File: config.mk
export PLATFORM = sky130hd
export DESIGN_NAME = sequential_list_engine
export DESIGN_NICKNAME = d
export VERILOG_FILES = /design/src/rtl/core/slist_pkg.sv /design/src/rtl/core/slist_dp.sv /design/src/rtl/core/slist_ctrl.sv /design/src/rtl/core/sequential_list_engine.sv
export SDC_FILE = /design/constraint.sdc
export NUM_CORES = 1
export LEC_CHECK = 0
export ABC_AREA = 1
export BUFFER_PORTS_ARGS = -buffer_cell sky130_fd_sc_hd__buf_2
export CAP_MARGIN = 20
export CELL_PAD_IN_SITES_DETAIL_PLACEMENT = 0
export CELL_PAD_IN_SITES_GLOBAL_PLACEMENT = 2
export CORE_ASPECT_RATIO = 1.1
export CORE_MARGIN = 2
export CORE_UTILIZATION = 37
export DETAILED_ROUTE_END_ITERATION = 16
export HOLD_SLACK_MARGIN = 0.03
export PLACE_DENSITY = 0.81
export SLEW_MARGIN = 30
export SYNTH_ARGS = -nofsm -noshare
export SYNTH_HDL_FRONTEND = slang
export SYNTH_SLANG_ARGS = --single-unit
File: constraint.sdc
create_clock -name clk_i -period 9 [get_ports clk_i]
set_clock_uncertainty 0.05 [all_clocks]
set_input_delay 1.8 -clock clk_i [delete_from_list [all_inputs] [get_ports clk_i]]
set_output_delay 1.8 -clock clk_i [all_outputs]
set_load 0.02 [all_outputs]
File: src/rtl/core/slist_pkg.sv
// Package for the sequential list engine.
// Holds the request and response payload types and the controller/datapath interface.
// No dependencies.
package slist_pkg;

  // Request codes
  typedef enum logic [1:0] {
    ACT_INSERT = 2'd0,
    ACT_DELETE = 2'd1,
    ACT_GET    = 2'd2,
    ACT_LOCATE = 2'd3
  } action_e;

  // Response status codes
  typedef enum logic [1:0] {
    ST_OK      = 2'd0,
    ST_BAD_POS = 2'd1,
    ST_FULL    = 2'd2
  } status_e;

  typedef struct packed {
    action_e            action;
    logic [4:0]         position;
    logic signed [31:0] value;
  } req_t;

  typedef struct packed {
    status_e            status;
    logic signed [31:0] read_value;
    logic [4:0]         found_position;
    logic [4:0]         list_length;
  } rsp_t;

  // Pointer update
  typedef enum logic [2:0] {
    PTR_HOLD,
    PTR_COUNT,
    PTR_POSM1,
    PTR_ZERO,
    PTR_INC,
    PTR_DEC
  } ptr_op_e;

  // Memory read address select
  typedef enum logic [1:0] {
    RD_NONE,
    RD_PTR,
    RD_PTRM1,
    RD_PTRP1
  } rd_op_e;

  // Memory write data select (address is always the pointer)
  typedef enum logic [1:0] {
    WR_NONE,
    WR_SHIFT,
    WR_VAL
  } wr_op_e;

  typedef enum logic [1:0] {
    CNT_HOLD,
    CNT_INC,
    CNT_DEC
  } cnt_op_e;

  // Controller to datapath commands
  typedef struct packed {
    logic    capture;
    ptr_op_e ptr_op;
    rd_op_e  rd_op;
    wr_op_e  wr_op;
    cnt_op_e cnt_op;
    logic    set_status;
    status_e status;
    logic    set_rv;
    logic    set_found;
    logic    out_load;
  } dp_cmd_t;

  // Datapath to controller status
  typedef struct packed {
    action_e action;
    logic    ins_bad;
    logic    full;
    logic    pos_bad;
    logic    ins_more;
    logic    del_more;
    logic    scan_more;
    logic    match;
  } dp_sts_t;

endpackage

File: src/rtl/core/slist_dp.sv
// Datapath of the sequential list engine: entry memory, length, pointer,
// request and result registers. Depends on slist_pkg; driven by slist_ctrl.
module slist_dp #(
  parameter int DEPTH = 16
) (
  input  logic             clk_i,
  input  logic             rst_ni,
  input  slist_pkg::req_t  in_req_i,
  input  slist_pkg::dp_cmd_t cmd_i,
  output slist_pkg::dp_sts_t sts_o,
  output slist_pkg::rsp_t  out_rsp_o
);
  import slist_pkg::*;

  localparam int AW = (DEPTH > 1) ? $clog2(DEPTH) : 1;
  localparam int CW = $clog2(DEPTH + 1);
  localparam int PW = ((CW > 5) ? CW : 5) + 1;

  logic [31:0]        mem [DEPTH];
  logic [31:0]        rdata_q;
  action_e            act_q;
  logic [4:0]         pos_q;
  logic signed [31:0] val_q;
  logic [CW-1:0]      count_q, count_d;
  logic [CW-1:0]      ptr_q, ptr_d;
  status_e            status_q;
  logic signed [31:0] rv_q;
  logic [4:0]         found_q;
  rsp_t               out_rsp_q;

  logic [PW-1:0] pos_w, cnt_w, ptr_w, pos_m1_w, ptr_p1_w;
  logic [CW-1:0] ptr_m1, ptr_p1;
  logic [AW-1:0] rd_addr;
  logic [31:0]   wr_data;

  // Widened copies for compares
  assign pos_w    = PW'(pos_q);
  assign cnt_w    = PW'(count_q);
  assign ptr_w    = PW'(ptr_q);
  assign pos_m1_w = pos_w - PW'(1);
  assign ptr_p1_w = ptr_w + PW'(1);
  assign ptr_m1   = ptr_q - 1'b1;
  assign ptr_p1   = ptr_q + 1'b1;

  // Status towards the controller
  always_comb begin
    sts_o.action    = act_q;
    sts_o.ins_bad   = (pos_q == 5'd0) || (pos_w > cnt_w + PW'(1));
    sts_o.full      = cnt_w >= PW'(DEPTH);
    sts_o.pos_bad   = (pos_q == 5'd0) || (pos_w > cnt_w);
    sts_o.ins_more  = ptr_w >= pos_w;
    sts_o.del_more  = ptr_p1_w < cnt_w;
    sts_o.scan_more = ptr_w < cnt_w;
    sts_o.match     = rdata_q == val_q;
  end

  // Pointer and length next values
  always_comb begin
    case (cmd_i.ptr_op)
      PTR_COUNT: ptr_d = count_q;
      PTR_POSM1: ptr_d = pos_m1_w[CW-1:0];
      PTR_ZERO:  ptr_d = '0;
      PTR_INC:   ptr_d = ptr_p1;
      PTR_DEC:   ptr_d = ptr_m1;
      default:   ptr_d = ptr_q;
    endcase
    case (cmd_i.cnt_op)
      CNT_INC: count_d = count_q + 1'b1;
      CNT_DEC: count_d = count_q - 1'b1;
      default: count_d = count_q;
    endcase
  end

  // Memory address and data selection
  always_comb begin
    case (cmd_i.rd_op)
      RD_PTRM1: rd_addr = ptr_m1[AW-1:0];
      RD_PTRP1: rd_addr = ptr_p1[AW-1:0];
      default:  rd_addr = ptr_q[AW-1:0];
    endcase
    wr_data = (cmd_i.wr_op == WR_VAL) ? val_q : rdata_q;
  end

  // Control registers
  always_ff @(posedge clk_i or negedge rst_ni) begin
    if (!rst_ni) begin
      count_q <= '0;
      ptr_q   <= '0;
    end else begin
      count_q <= count_d;
      ptr_q   <= ptr_d;
    end
  end

  // Entry memory: one write and one registered read per cycle
  always_ff @(posedge clk_i) begin
    if (cmd_i.wr_op != WR_NONE) begin
      mem[ptr_q[AW-1:0]] <= wr_data;
    end
    if (cmd_i.rd_op != RD_NONE) begin
      rdata_q <= mem[rd_addr];
    end
  end

  // Request and result payload registers
  always_ff @(posedge clk_i) begin
    if (cmd_i.capture) begin
      act_q    <= in_req_i.action;
      pos_q    <= in_req_i.position;
      val_q    <= in_req_i.value;
      status_q <= ST_OK;
      rv_q     <= '0;
      found_q  <= '0;
    end else begin
      if (cmd_i.set_status) begin
        status_q <= cmd_i.status;
      end
      if (cmd_i.set_rv) begin
        rv_q <= rdata_q;
      end
      if (cmd_i.set_found) begin
        found_q <= ptr_p1_w[4:0];
      end
    end
    if (cmd_i.out_load) begin
      out_rsp_q.status         <= status_q;
      out_rsp_q.read_value     <= rv_q;
      out_rsp_q.found_position <= found_q;
      out_rsp_q.list_length    <= cnt_w[4:0];
    end
  end

  assign out_rsp_o = out_rsp_q;

`ifndef SYNTHESIS
  // Length never passes the capacity
  a_count_range: assert property (@(posedge clk_i) disable iff (!rst_ni)
    count_q <= CW'(DEPTH))
    else $error("list length above capacity");

  // Growth only with room left, shrink only from a non-empty list
  a_inc_room: assert property (@(posedge clk_i) disable iff (!rst_ni)
    cmd_i.cnt_op == CNT_INC |-> count_q < CW'(DEPTH))
    else $error("insert into full list");
  a_dec_nonempty: assert property (@(posedge clk_i) disable iff (!rst_ni)
    cmd_i.cnt_op == CNT_DEC |-> count_q != '0)
    else $error("delete from empty list");

  // Writes stay inside the live part of the list plus the new slot
  a_wr_addr: assert property (@(posedge clk_i) disable iff (!rst_ni)
    cmd_i.wr_op != WR_NONE |-> (ptr_q <= count_q) && (ptr_q < CW'(DEPTH)))
    else $error("memory write outside list");

  // A shift write uses data read in the previous cycle
  a_shift_after_read: assert property (@(posedge clk_i) disable iff (!rst_ni)
    cmd_i.wr_op == WR_SHIFT |-> $past(cmd_i.rd_op) != RD_NONE)
    else $error("shift write without a preceding read");
`endif

endmodule

File: src/rtl/core/slist_ctrl.sv
// Controller of the sequential list engine: request sequencing state machine
// and result valid. Depends on slist_pkg; drives slist_dp.
module slist_ctrl (
  input  logic                clk_i,
  input  logic                rst_ni,
  input  logic                in_valid_i,
  output logic                in_stall_o,
  output logic                out_valid_o,
  input  logic                out_stall_i,
  input  slist_pkg::dp_sts_t  sts_i,
  output slist_pkg::dp_cmd_t  cmd_o
);
  import slist_pkg::*;

  typedef enum logic [3:0] {
    S_IDLE,
    S_DECODE,
    S_INS_CHK,
    S_INS_WR,
    S_DEL_CHK,
    S_DEL_WR,
    S_GET_RD,
    S_GET_WAIT,
    S_LOC_CHK,
    S_LOC_CMP,
    S_DONE
  } state_e;

  state_e state_q, state_d;
  logic   out_valid_q, out_valid_d;
  logic   slot_free;

  assign slot_free   = !out_valid_q || !out_stall_i;
  assign in_stall_o  = state_q != S_IDLE;
  assign out_valid_o = out_valid_q;

  // Next state and datapath commands
  always_comb begin
    state_d = state_q;
    cmd_o   = '0;
    cmd_o.ptr_op = PTR_HOLD;
    cmd_o.rd_op  = RD_NONE;
    cmd_o.wr_op  = WR_NONE;
    cmd_o.cnt_op = CNT_HOLD;
    cmd_o.status = ST_OK;
    unique case (state_q)
      S_IDLE: begin
        if (in_valid_i) begin
          cmd_o.capture = 1'b1;
          state_d = S_DECODE;
        end
      end
      S_DECODE: begin
        unique case (sts_i.action)
          ACT_INSERT: begin
            if (sts_i.ins_bad) begin
              cmd_o.set_status = 1'b1;
              cmd_o.status     = ST_BAD_POS;
              state_d = S_DONE;
            end else if (sts_i.full) begin
              cmd_o.set_status = 1'b1;
              cmd_o.status     = ST_FULL;
              state_d = S_DONE;
            end else begin
              cmd_o.ptr_op = PTR_COUNT;
              state_d = S_INS_CHK;
            end
          end
          ACT_DELETE, ACT_GET: begin
            if (sts_i.pos_bad) begin
              cmd_o.set_status = 1'b1;
              cmd_o.status     = ST_BAD_POS;
              state_d = S_DONE;
            end else begin
              cmd_o.ptr_op = PTR_POSM1;
              state_d = (sts_i.action == ACT_DELETE) ? S_DEL_CHK : S_GET_RD;
            end
          end
          default: begin
            cmd_o.ptr_op = PTR_ZERO;
            state_d = S_LOC_CHK;
          end
        endcase
      end
      // Move entries up from the tail, then drop the new value in
      S_INS_CHK: begin
        if (sts_i.ins_more) begin
          cmd_o.rd_op = RD_PTRM1;
          state_d = S_INS_WR;
        end else begin
          cmd_o.wr_op  = WR_VAL;
          cmd_o.cnt_op = CNT_INC;
          state_d = S_DONE;
        end
      end
      S_INS_WR: begin
        cmd_o.wr_op  = WR_SHIFT;
        cmd_o.ptr_op = PTR_DEC;
        state_d = S_INS_CHK;
      end
      // Move later entries down over the removed one
      S_DEL_CHK: begin
        if (sts_i.del_more) begin
          cmd_o.rd_op = RD_PTRP1;
          state_d = S_DEL_WR;
        end else begin
          cmd_o.cnt_op = CNT_DEC;
          state_d = S_DONE;
        end
      end
      S_DEL_WR: begin
        cmd_o.wr_op  = WR_SHIFT;
        cmd_o.ptr_op = PTR_INC;
        state_d = S_DEL_CHK;
      end
      S_GET_RD: begin
        cmd_o.rd_op = RD_PTR;
        state_d = S_GET_WAIT;
      end
      S_GET_WAIT: begin
        cmd_o.set_rv = 1'b1;
        state_d = S_DONE;
      end
      // Linear scan, first match wins
      S_LOC_CHK: begin
        if (sts_i.scan_more) begin
          cmd_o.rd_op = RD_PTR;
          state_d = S_LOC_CMP;
        end else begin
          state_d = S_DONE;
        end
      end
      S_LOC_CMP: begin
        if (sts_i.match) begin
          cmd_o.set_found = 1'b1;
          state_d = S_DONE;
        end else begin
          cmd_o.ptr_op = PTR_INC;
          state_d = S_LOC_CHK;
        end
      end
      S_DONE: begin
        if (slot_free) begin
          cmd_o.out_load = 1'b1;
          state_d = S_IDLE;
        end
      end
      default: state_d = S_IDLE;
    endcase
  end

  // Result valid: set on load, cleared on transfer
  always_comb begin
    if (cmd_o.out_load) begin
      out_valid_d = 1'b1;
    end else if (out_valid_q && !out_stall_i) begin
      out_valid_d = 1'b0;
    end else begin
      out_valid_d = out_valid_q;
    end
  end

  always_ff @(posedge clk_i or negedge rst_ni) begin
    if (!rst_ni) begin
      state_q     <= S_IDLE;
      out_valid_q <= 1'b0;
    end else begin
      state_q     <= state_d;
      out_valid_q <= out_valid_d;
    end
  end

`ifndef SYNTHESIS
  // A request is taken only by an idle sequencer, and it leaves idle next cycle
  a_accept_decode: assert property (@(posedge clk_i) disable iff (!rst_ni)
    in_valid_i && !in_stall_o |=> state_q == S_DECODE)
    else $error("accepted request not decoded");

  // The result register is never overwritten while a result waits
  a_no_overwrite: assert property (@(posedge clk_i) disable iff (!rst_ni)
    cmd_o.out_load |-> !(out_valid_q && out_stall_i))
    else $error("result overwritten");

  // Every completed request hands a result over and returns to idle
  a_done_result: assert property (@(posedge clk_i) disable iff (!rst_ni)
    cmd_o.out_load |=> out_valid_q && state_q == S_IDLE)
    else $error("result load without valid");
`endif

endmodule

File: src/rtl/core/sequential_list_engine.sv
// Top level of the sequential list engine.
// Depends on slist_pkg, slist_ctrl and slist_dp.
//
// Ordered list of up to DEPTH signed 32-bit entries held in a single-port-style
// memory (one write, one registered read per cycle), stepped by a sequencer.
// Requests are handled one at a time; a result is registered and may wait for
// the receiver while the next request is already taken. Insert moves each entry
// from the tail down to the position up by one, then writes the new value.
// Delete moves each entry after the position down by one. Get reads one entry.
// Locate scans from the first entry until a match or the end of the list.
// Bad-position and full requests go straight to the result. A result that is
// still waiting holds the sequencer in its last state until the slot frees.
// The next request can be taken in the cycle after the result is loaded. The
// per-entry cost comes from the read-then-write of the shared memory port.
// No clearing pass is needed after reset: entries past the length are never read.
module sequential_list_engine #(
  parameter int DEPTH = 16
) (
  input  logic              clk_i,
  input  logic              rst_ni,
  input  logic              in_valid_i,
  output logic              in_stall_o,
  input  slist_pkg::req_t   in_req_i,
  output logic              out_valid_o,
  input  logic              out_stall_i,
  output slist_pkg::rsp_t   out_rsp_o
);
  import slist_pkg::*;

  dp_cmd_t cmd;
  dp_sts_t sts;

  slist_ctrl u_ctrl (
    .clk_i       (clk_i),
    .rst_ni      (rst_ni),
    .in_valid_i  (in_valid_i),
    .in_stall_o  (in_stall_o),
    .out_valid_o (out_valid_o),
    .out_stall_i (out_stall_i),
    .sts_i       (sts),
    .cmd_o       (cmd)
  );

  slist_dp #(
    .DEPTH (DEPTH)
  ) u_dp (
    .clk_i     (clk_i),
    .rst_ni    (rst_ni),
    .in_req_i  (in_req_i),
    .cmd_i     (cmd),
    .sts_o     (sts),
    .out_rsp_o (out_rsp_o)
  );

endmodule
After elaboration in Yosys (flattened, before gate mapping)
Memories as Yosys holds them, arrays and structs flattened. A register that Yosys moved wholly into a read port is not among the register bits.
Cells that the tools add are included.
W data, S select, Z words.

word-level totals
  register bits after elaboration = 137
  bits in writable memories = 512
  bits of input ports = 43
  memories kept = 1

memories
  name      words  width  read ports  clocked after memory_dff  wr ports  line            source
  u_dp.mem  16     32     1           1                         1         slist_dp.sv:19  logic [31:0] mem [DEPTH];

operators by class
  add/subtract/negate cells = 7
  order comparisons = 6
  eq/ne operators = 25
  multiplexer cells = 46
  reduce and logical (&&, ||, !) cells = 18

operators with widths
  kind                   count
  $pmux W4 S11           1
  $eq A32 B32 Y1         1
  $mux W32               1
  $mux W4                8
  $pmux W5 S5            1
  $mux W3                6
  $eq A4 B3 Y1 const B   4
  $pmux W4 S2            2
  $sub A5 B1 Y5 const B  3
  $mux W2                7
  $mux W1                13
  $add A5 B1 Y6 const B  2
  $eq A4 B4 Y1 const B   3
  $pmux W3 S2            2
  $pmux W3 S4            1
  $add A5 B1 Y5 const B  2
  $eq A2 B2 Y1 const B   5
  $pmux W5 S2            1
  $eq A4 B2 Y1 const B   2
  $pmux W2 S2            2
  $pmux W2 S4            1
  $reduce_bool A2 Y1     4
  $eq A3 B2 Y1 const B   2
  $eq A3 B3 Y1 const B   2
  other kinds (21)       26

Longest topological paths before layout
  word-level depth = 8
  mapped depth = 23
  mapped depth without buffers = 22

Cells and area by module
A second synthesis with hierarchy kept.

unflattened totals
  cell total of the unflattened synthesis = 2,862
  area, all modules = 30,013.8 um2

by module, submodules not included
  module      times used  cells each  area each (um2)  sequential area each (um2)
  slist_dp    1           2,762       29,427.0         19,859.0
  slist_ctrl  1           100         586.8            125.1

Least setup slack after synthesis
OpenSTA, ideal clock, no wires.

  kind = flip-flop to flip-flop
  start point = reg u_dp.count_q[1]
  end point = reg u_dp.rdata_q[0], read port of u_dp.mem, enable pin
  arrival = 4.938 ns
  required time = 8.413 ns
  path slack = 3.474 ns
  stages on the path, launching flop included = 8
  buffers on the path = 0
  cells stage by stage = dfrtp_1 -> inv_1 -> ha_1 -> nand2_1 -> nor2_1 -> o21ai_0 -> o211ai_1 -> o311ai_0

on the way
  word-level cells in the longest chain between the ends = 5

ends and longest elaborated chain
  what                                                 line                                  source
  start, declared                                      slist_dp.sv:24                        logic [CW-1:0] count_q, count_d;
  start signal, assigned                               slist_dp.sv:90                        count_q <= count_d;
  $lt A6 B5 Y1 / $lt A5 B5 Y1 (equally long branches)  slist_dp.sv:52, slist_dp.sv:53
  $mux W2 / $mux W1 (equally long branches)            slist_ctrl.sv:103, slist_ctrl.sv:126
  $pmux W2 S4 *                                        slist_ctrl.sv:46                      unique case (state_q)
  $eq A2 B2 Y1                                         slist_dp.sv:76                        case (cmd_i.rd_op)
  $pmux W4 S2                                          slist_dp.sv:76
  end, declared                                        slist_dp.sv:20                        logic [31:0] rdata_q;

Mark *: on every way between the ends. The rest lies on a longest branch, timed or not.
A chain may end at the register's enable or synchronous reset.

Final worst setup path
  start point = reg u_dp.ptr_q[0]
  end point = reg u_dp.rdata_q[30], read port of u_dp.mem (data pin)

RTL lines
  what                      line            source
  start, declared           slist_dp.sv:25  logic [CW-1:0] ptr_q, ptr_d;
  start signal, assigned    slist_dp.sv:91  ptr_q <= ptr_d;
  $sub A5 B1 Y5             slist_dp.sv:42  assign ptr_m1 = ptr_q - 1'b1;
  named net u_dp.ptr_m1[0]  slist_dp.sv:32  logic [CW-1:0] ptr_m1, ptr_p1;
  $pmux W4 S2               slist_dp.sv:76

The timed path passes the listed nets, and every way through them passes these cells.

==> impl_results.rst <==
.. list-table::
   :header-rows: 1

   * - Metric
     - Value
   * - Post-layout min period
     - 5210 ps
   * - Launch instance of the worst min-delay path
     - u_dp.rv_q[12]$_SDFFE_PP0N_
   * - Layout area overhead
     - 13.6%
   * - Average instance area after synthesis
     - 11.6 sq um
   * - Number of clock sinks seen by CTS
     - between 600 and 700
   * - Share of power burned in the clock network
     - between 20% and 30%
   * - Placed cell count
     - 3,496
   * - Area of the die
     - 0.0795 sq mm
   * - Static leakage power
     - between 10 and 15 nW
   * - Crit Reg-Reg Startpoint
     - u_dp.ptr_q[0]$_DFFE_PN0P_
   * - Critical Setup Path Class
     - flop to flop
   * - Type of the worst min-delay path
     - flop to flop
   * - Number of buffers on the longest clock path
     - 3
   * - Xor and xnor fraction of the mapped netlist area
     - less than 1%
   * - Switching fraction of total power
     - about 40%
   * - Fraction of synthesized area in multiplexers
     - 0.749%
   * - Total of cells resized after clock tree synthesis
     - 0
   * - Starting Density
     - 37.5%
   * - Total Routed Length
     - 78,600 microns
   * - Worst-path maximum fanout
     - 69
   * - Antenna diode instance count
     - 0
   * - All-Layer GR Usage
     - about a fifth
   * - Gate count of the mapped netlist
     - 2,471
   * - Commonest non-fill, non-tap cell in the layout
     - sky130_fd_sc_hd__nand2_1
   * - Sort of element at the end of the critical path
     - flop
   * - Yosys Warn Count
     - 0
   * - CTS H-tree depth
     - 3
   * - Slowest cell on the critical path
     - sky130_fd_sc_hd__buf_4
   * - Post-route setup TNS
     - 0 ps
   * - WP data required
     - between 9000 and 10,000 ps
   * - Sequential share of power
     - 38.0%
   * - Worst-Skew Late Latency
     - 620 ps
   * - DR DRC count
     - 0
   * - Setup repair after global routing missed its margin
     - false
   * - Cell at the root of the clock tree
     - sky130_fd_sc_hd__clkbuf_16
   * - Crit path arrival time
     - 5510 ps
   * - Worst setup path start
     - u_dp.ptr_q[0]$_DFFE_PN0P_
   * - Outcome
     - completed
   * - Final ANT Viol Nets
     - 0
   * - Row Count
     - 106
   * - Number of buffers created by CTS
     - 70
   * - Hold_ws
     - 377 ps
   * - Dominant combinational cell family by area after synthesis
     - simple AND/OR/NAND/NOR gates
   * - Net count reported at finish
     - around 2,600
   * - Proportion of synthesized chip area in sequential cells
     - 69.9%
   * - Delay of the slowest cell on the worst path
     - 900 ps
   * - Combinational share of power
     - 38.4%
   * - Simple-gate area share of the yosys netlist
     - 20.8%
   * - Max capacitance violation total
     - 0
   * - Final count of negative-setup-slack endpoints
     - 0
   * - Total of flip-flops plus latches after synthesis
     - approximately 680
   * - Headroom to the max-slew limit
     - approximately 34%
   * - Per-cell routed wire length
     - 21.7 microns
   * - Cell type with the highest occurrence count on the critical path
     - sky130_fd_sc_hd__nand2_1
   * - PortBufs
     - roughly 90
   * - Final worst path period share
     - between 50 and 60%
   * - Via count of the first global-routing pass
     - 18,400
   * - Final Wtd Congestion
     - 0.796
   * - Sw Pwr
     - 4.92 mW
   * - Post-synthesis cell area
     - 0.0286 sq mm
   * - Final hold violation count
     - 0
   * - Transition time at the pin with the least slew margin
     - 991 ps
   * - IO Pins
     - 89
   * - Maximum resistive drop on vdd
     - between 300 and 400 uV
   * - Highest-count cells in the layout ignoring fill and taps
     - sky130_fd_sc_hd__nand2_1 (654), sky130_fd_sc_hd__edfxtp_1 (627), sky130_fd_sc_hd__nand3_1 (607), sky130_fd_sc_hd__inv_1 (89), sky130_fd_sc_hd__buf_2 (88)
   * - Via count of the routed design
     - around 19,000
   * - Pwr Density
     - 380 mW/mm^2
   * - Number of cells in the finished layout apart from fillers
     - 3,621
   * - First-pass GRT wire length
     - between 100,000 and 150,000 microns
   * - Final HPWL from detailed placement
     - 41,800 microns
   * - Count of unique library cells instantiated by Yosys
     - 38
   * - Highest Clock Rate
     - 192 MHz
   * - 1st-pass router iterations
     - 6
   * - Ratio of cells with drive above 1 in the final layout
     - 11.6%
   * - Vertical die dimension
     - about 300 microns
   * - Cell Int Power
     - 7.43 mW
   * - Startpoint Class
     - flop
   * - Cell area after layout
     - 0.0325 sq mm
   * - Clock-pin slew reported for the worst setup and hold paths after clock tree synthesis
     - roughly 60 ps
   * - Pin count of the biggest net entering global routing
     - 121
   * - Initial antenna violation count
     - 1
   * - Remaining global-route overflow
     - 0
   * - PnR Total Power
     - 12.4 mW
   * - Setup bufs post-CTS
     - 0
   * - Number of max-slew violations in the final report
     - 0
   * - Synth Area in Adders
     - 1.78%
   * - Net count after synthesis
     - about 2,600
   * - Number of vias per cell
     - around 5.3
   * - First-iteration detailed-routing DRC count
     - 2,040
   * - Total of fill cells in the finished design
     - 7,069
   * - TritonCTS clock tree
     - yes
   * - Area fraction in compound gates after synthesis
     - 2.07%
   * - Cells traversed along the worst timing path
     - clkinv_1 -> ha_1 -> ha_1 -> nand2_1 -> nand2_1 -> nand4_1 -> nand4_4 -> nand3_1 -> nand2_4 -> inv_6 -> buf_4 -> nand3_1 -> nand3_1 -> nand2_1 -> nand2_1 -> nand2_1
   * - CTS hold repair buffers
     - 0
   * - Core outline area
     - 0.0763 sq mm
   * - Placed Instance Area
     - 0.0302 sq mm
   * - Width of the chip
     - 269 microns
==> flip-flops by register name (all words and copies together) (netlist names) <==
signal / flops
u_dp.found_q: 5
u_dp.val_q: 32
u_dp.out_rsp_o: 44
u_dp.rv_q: 32
u_dp.act_q: 2
u_dp.status_q: 2
u_dp.count_q: 5
u_dp.mem: 512
u_dp.pos_q: 5
u_ctrl.state_q: 4
u_dp.ptr_q: 5
u_ctrl.out_valid_o: 1
u_dp.rdata_q: 32
==> critical path, delay by kind of cell, from the launching register on <==
family | cells | cell delay (ps)
AND/OR/NAND/NOR | 11 | 1530
adder cells (fa/ha/maj) | 2 | 830
buffers and inverters | 3 | 1960
flip-flops | 1 | 530
==> per-stage QoR <==
stage	utilization (%)	worst slack (ps)
3_5_place_dp	39.6	3540
6_report	42.6	3790
2_1_floorplan	-	3470
4_1_cts	42.6	3500
3_3_place_gp	39.5	3630
5_1_grt	42.6	3410
==> synthesized netlist by cell type (all sizes together) <==
cell     instances  area (sq um)
nor3             6          40.0
or2              5          31.3
edfxtp         627         18800
o2111ai          1          8.76
xor2             8          70.1
nor2            66           250
nand4            7          58.8
a21o             1          7.51
inv             93           349
o21ai           40           200
o21bai           2          15.0
buf            115           622
fa               1          20.0
and2             1          6.26
xnor2           22           193
clkinv           2          7.51
clkbuf          24          90.1
nand3          609          3050
a21oi           59           295
a31oi            3          18.8
dfxtp           39           781
o211ai           4          30.0
nand2          661          2510
mux2            19           214
dfrtp           15           375
a21boi           1          7.51
ha              39           488
o311ai           1          8.76
==> kinds of logic (layout without fill, tap and decap cells) <==
logic type / Yosys count / count (layout)
xor+xnor: 30 / 30
flops: 681 / 681
simple gates: 1355 / 1355
fa+ha+maj: 40 / 40
buf+inv: 234 / 358
compound gates: 112 / 112
mux: 19 / 19
==> cell type report <==
class | count | area, sq um | share of cell area, %
flip-flops and latches | 681 | 20000 | 61.5
clock inverters | 41 | 419 | 1.29
repair buffers | 139 | 843 | 2.60
clock buffers | 83 | 1860 | 5.74
well taps | 1026 | 1280 | 3.95
inverters | 95 | 369 | 1.14
multi-input cells | 1556 | 7710 | 23.7
==> path summary, 6_finish.rpt <==
check	end	slack, ps	cells after the start
setup / recovery	u_dp.rdata_q[30]$_DFFE_PP_	3790	16
hold / removal	u_dp.out_rsp_o[22]$_DFFE_PP_	380	0
setup reg to reg	u_dp.rdata_q[30]$_DFFE_PP_	3790	16
hold reg to reg	u_dp.out_rsp_o[22]$_DFFE_PP_	380	0
max in group asynchronous	u_ctrl.out_valid_o$_DFFE_PN0P_	7530	1
min in group asynchronous	u_dp.ptr_q[3]$_DFFE_PN0P_	1060	1
==> power groups by stage <==
stage | Clock (mW) | Sequential, mW | Combinational [mW]
final | 2.91 | 4.70 | 4.75
after global routing | 3.08 | 4.73 | 5.32
after CTS | 2.96 | 4.69 | 4.76
after detailed placement | 0 | 4.75 | 4.74
after global placement | 0 | 4.75 | 4.67
after floorplan | 0 | 4.69 | 3.26
==> routing by layer <==
layer  vias to the layer above  GRT usage, %  share of wire, %  wire length (microns)
met4                         2          6.00               2.3                   1820
met2                       685          32.1                47                  36900
met1                      9417          27.2                44                  34300
li1                       8855             -                 -                      -
met3                       136          2.93               6.9                   5450
met5                         -             0             0.015                     12
Power figures use the tool's default switching activity.
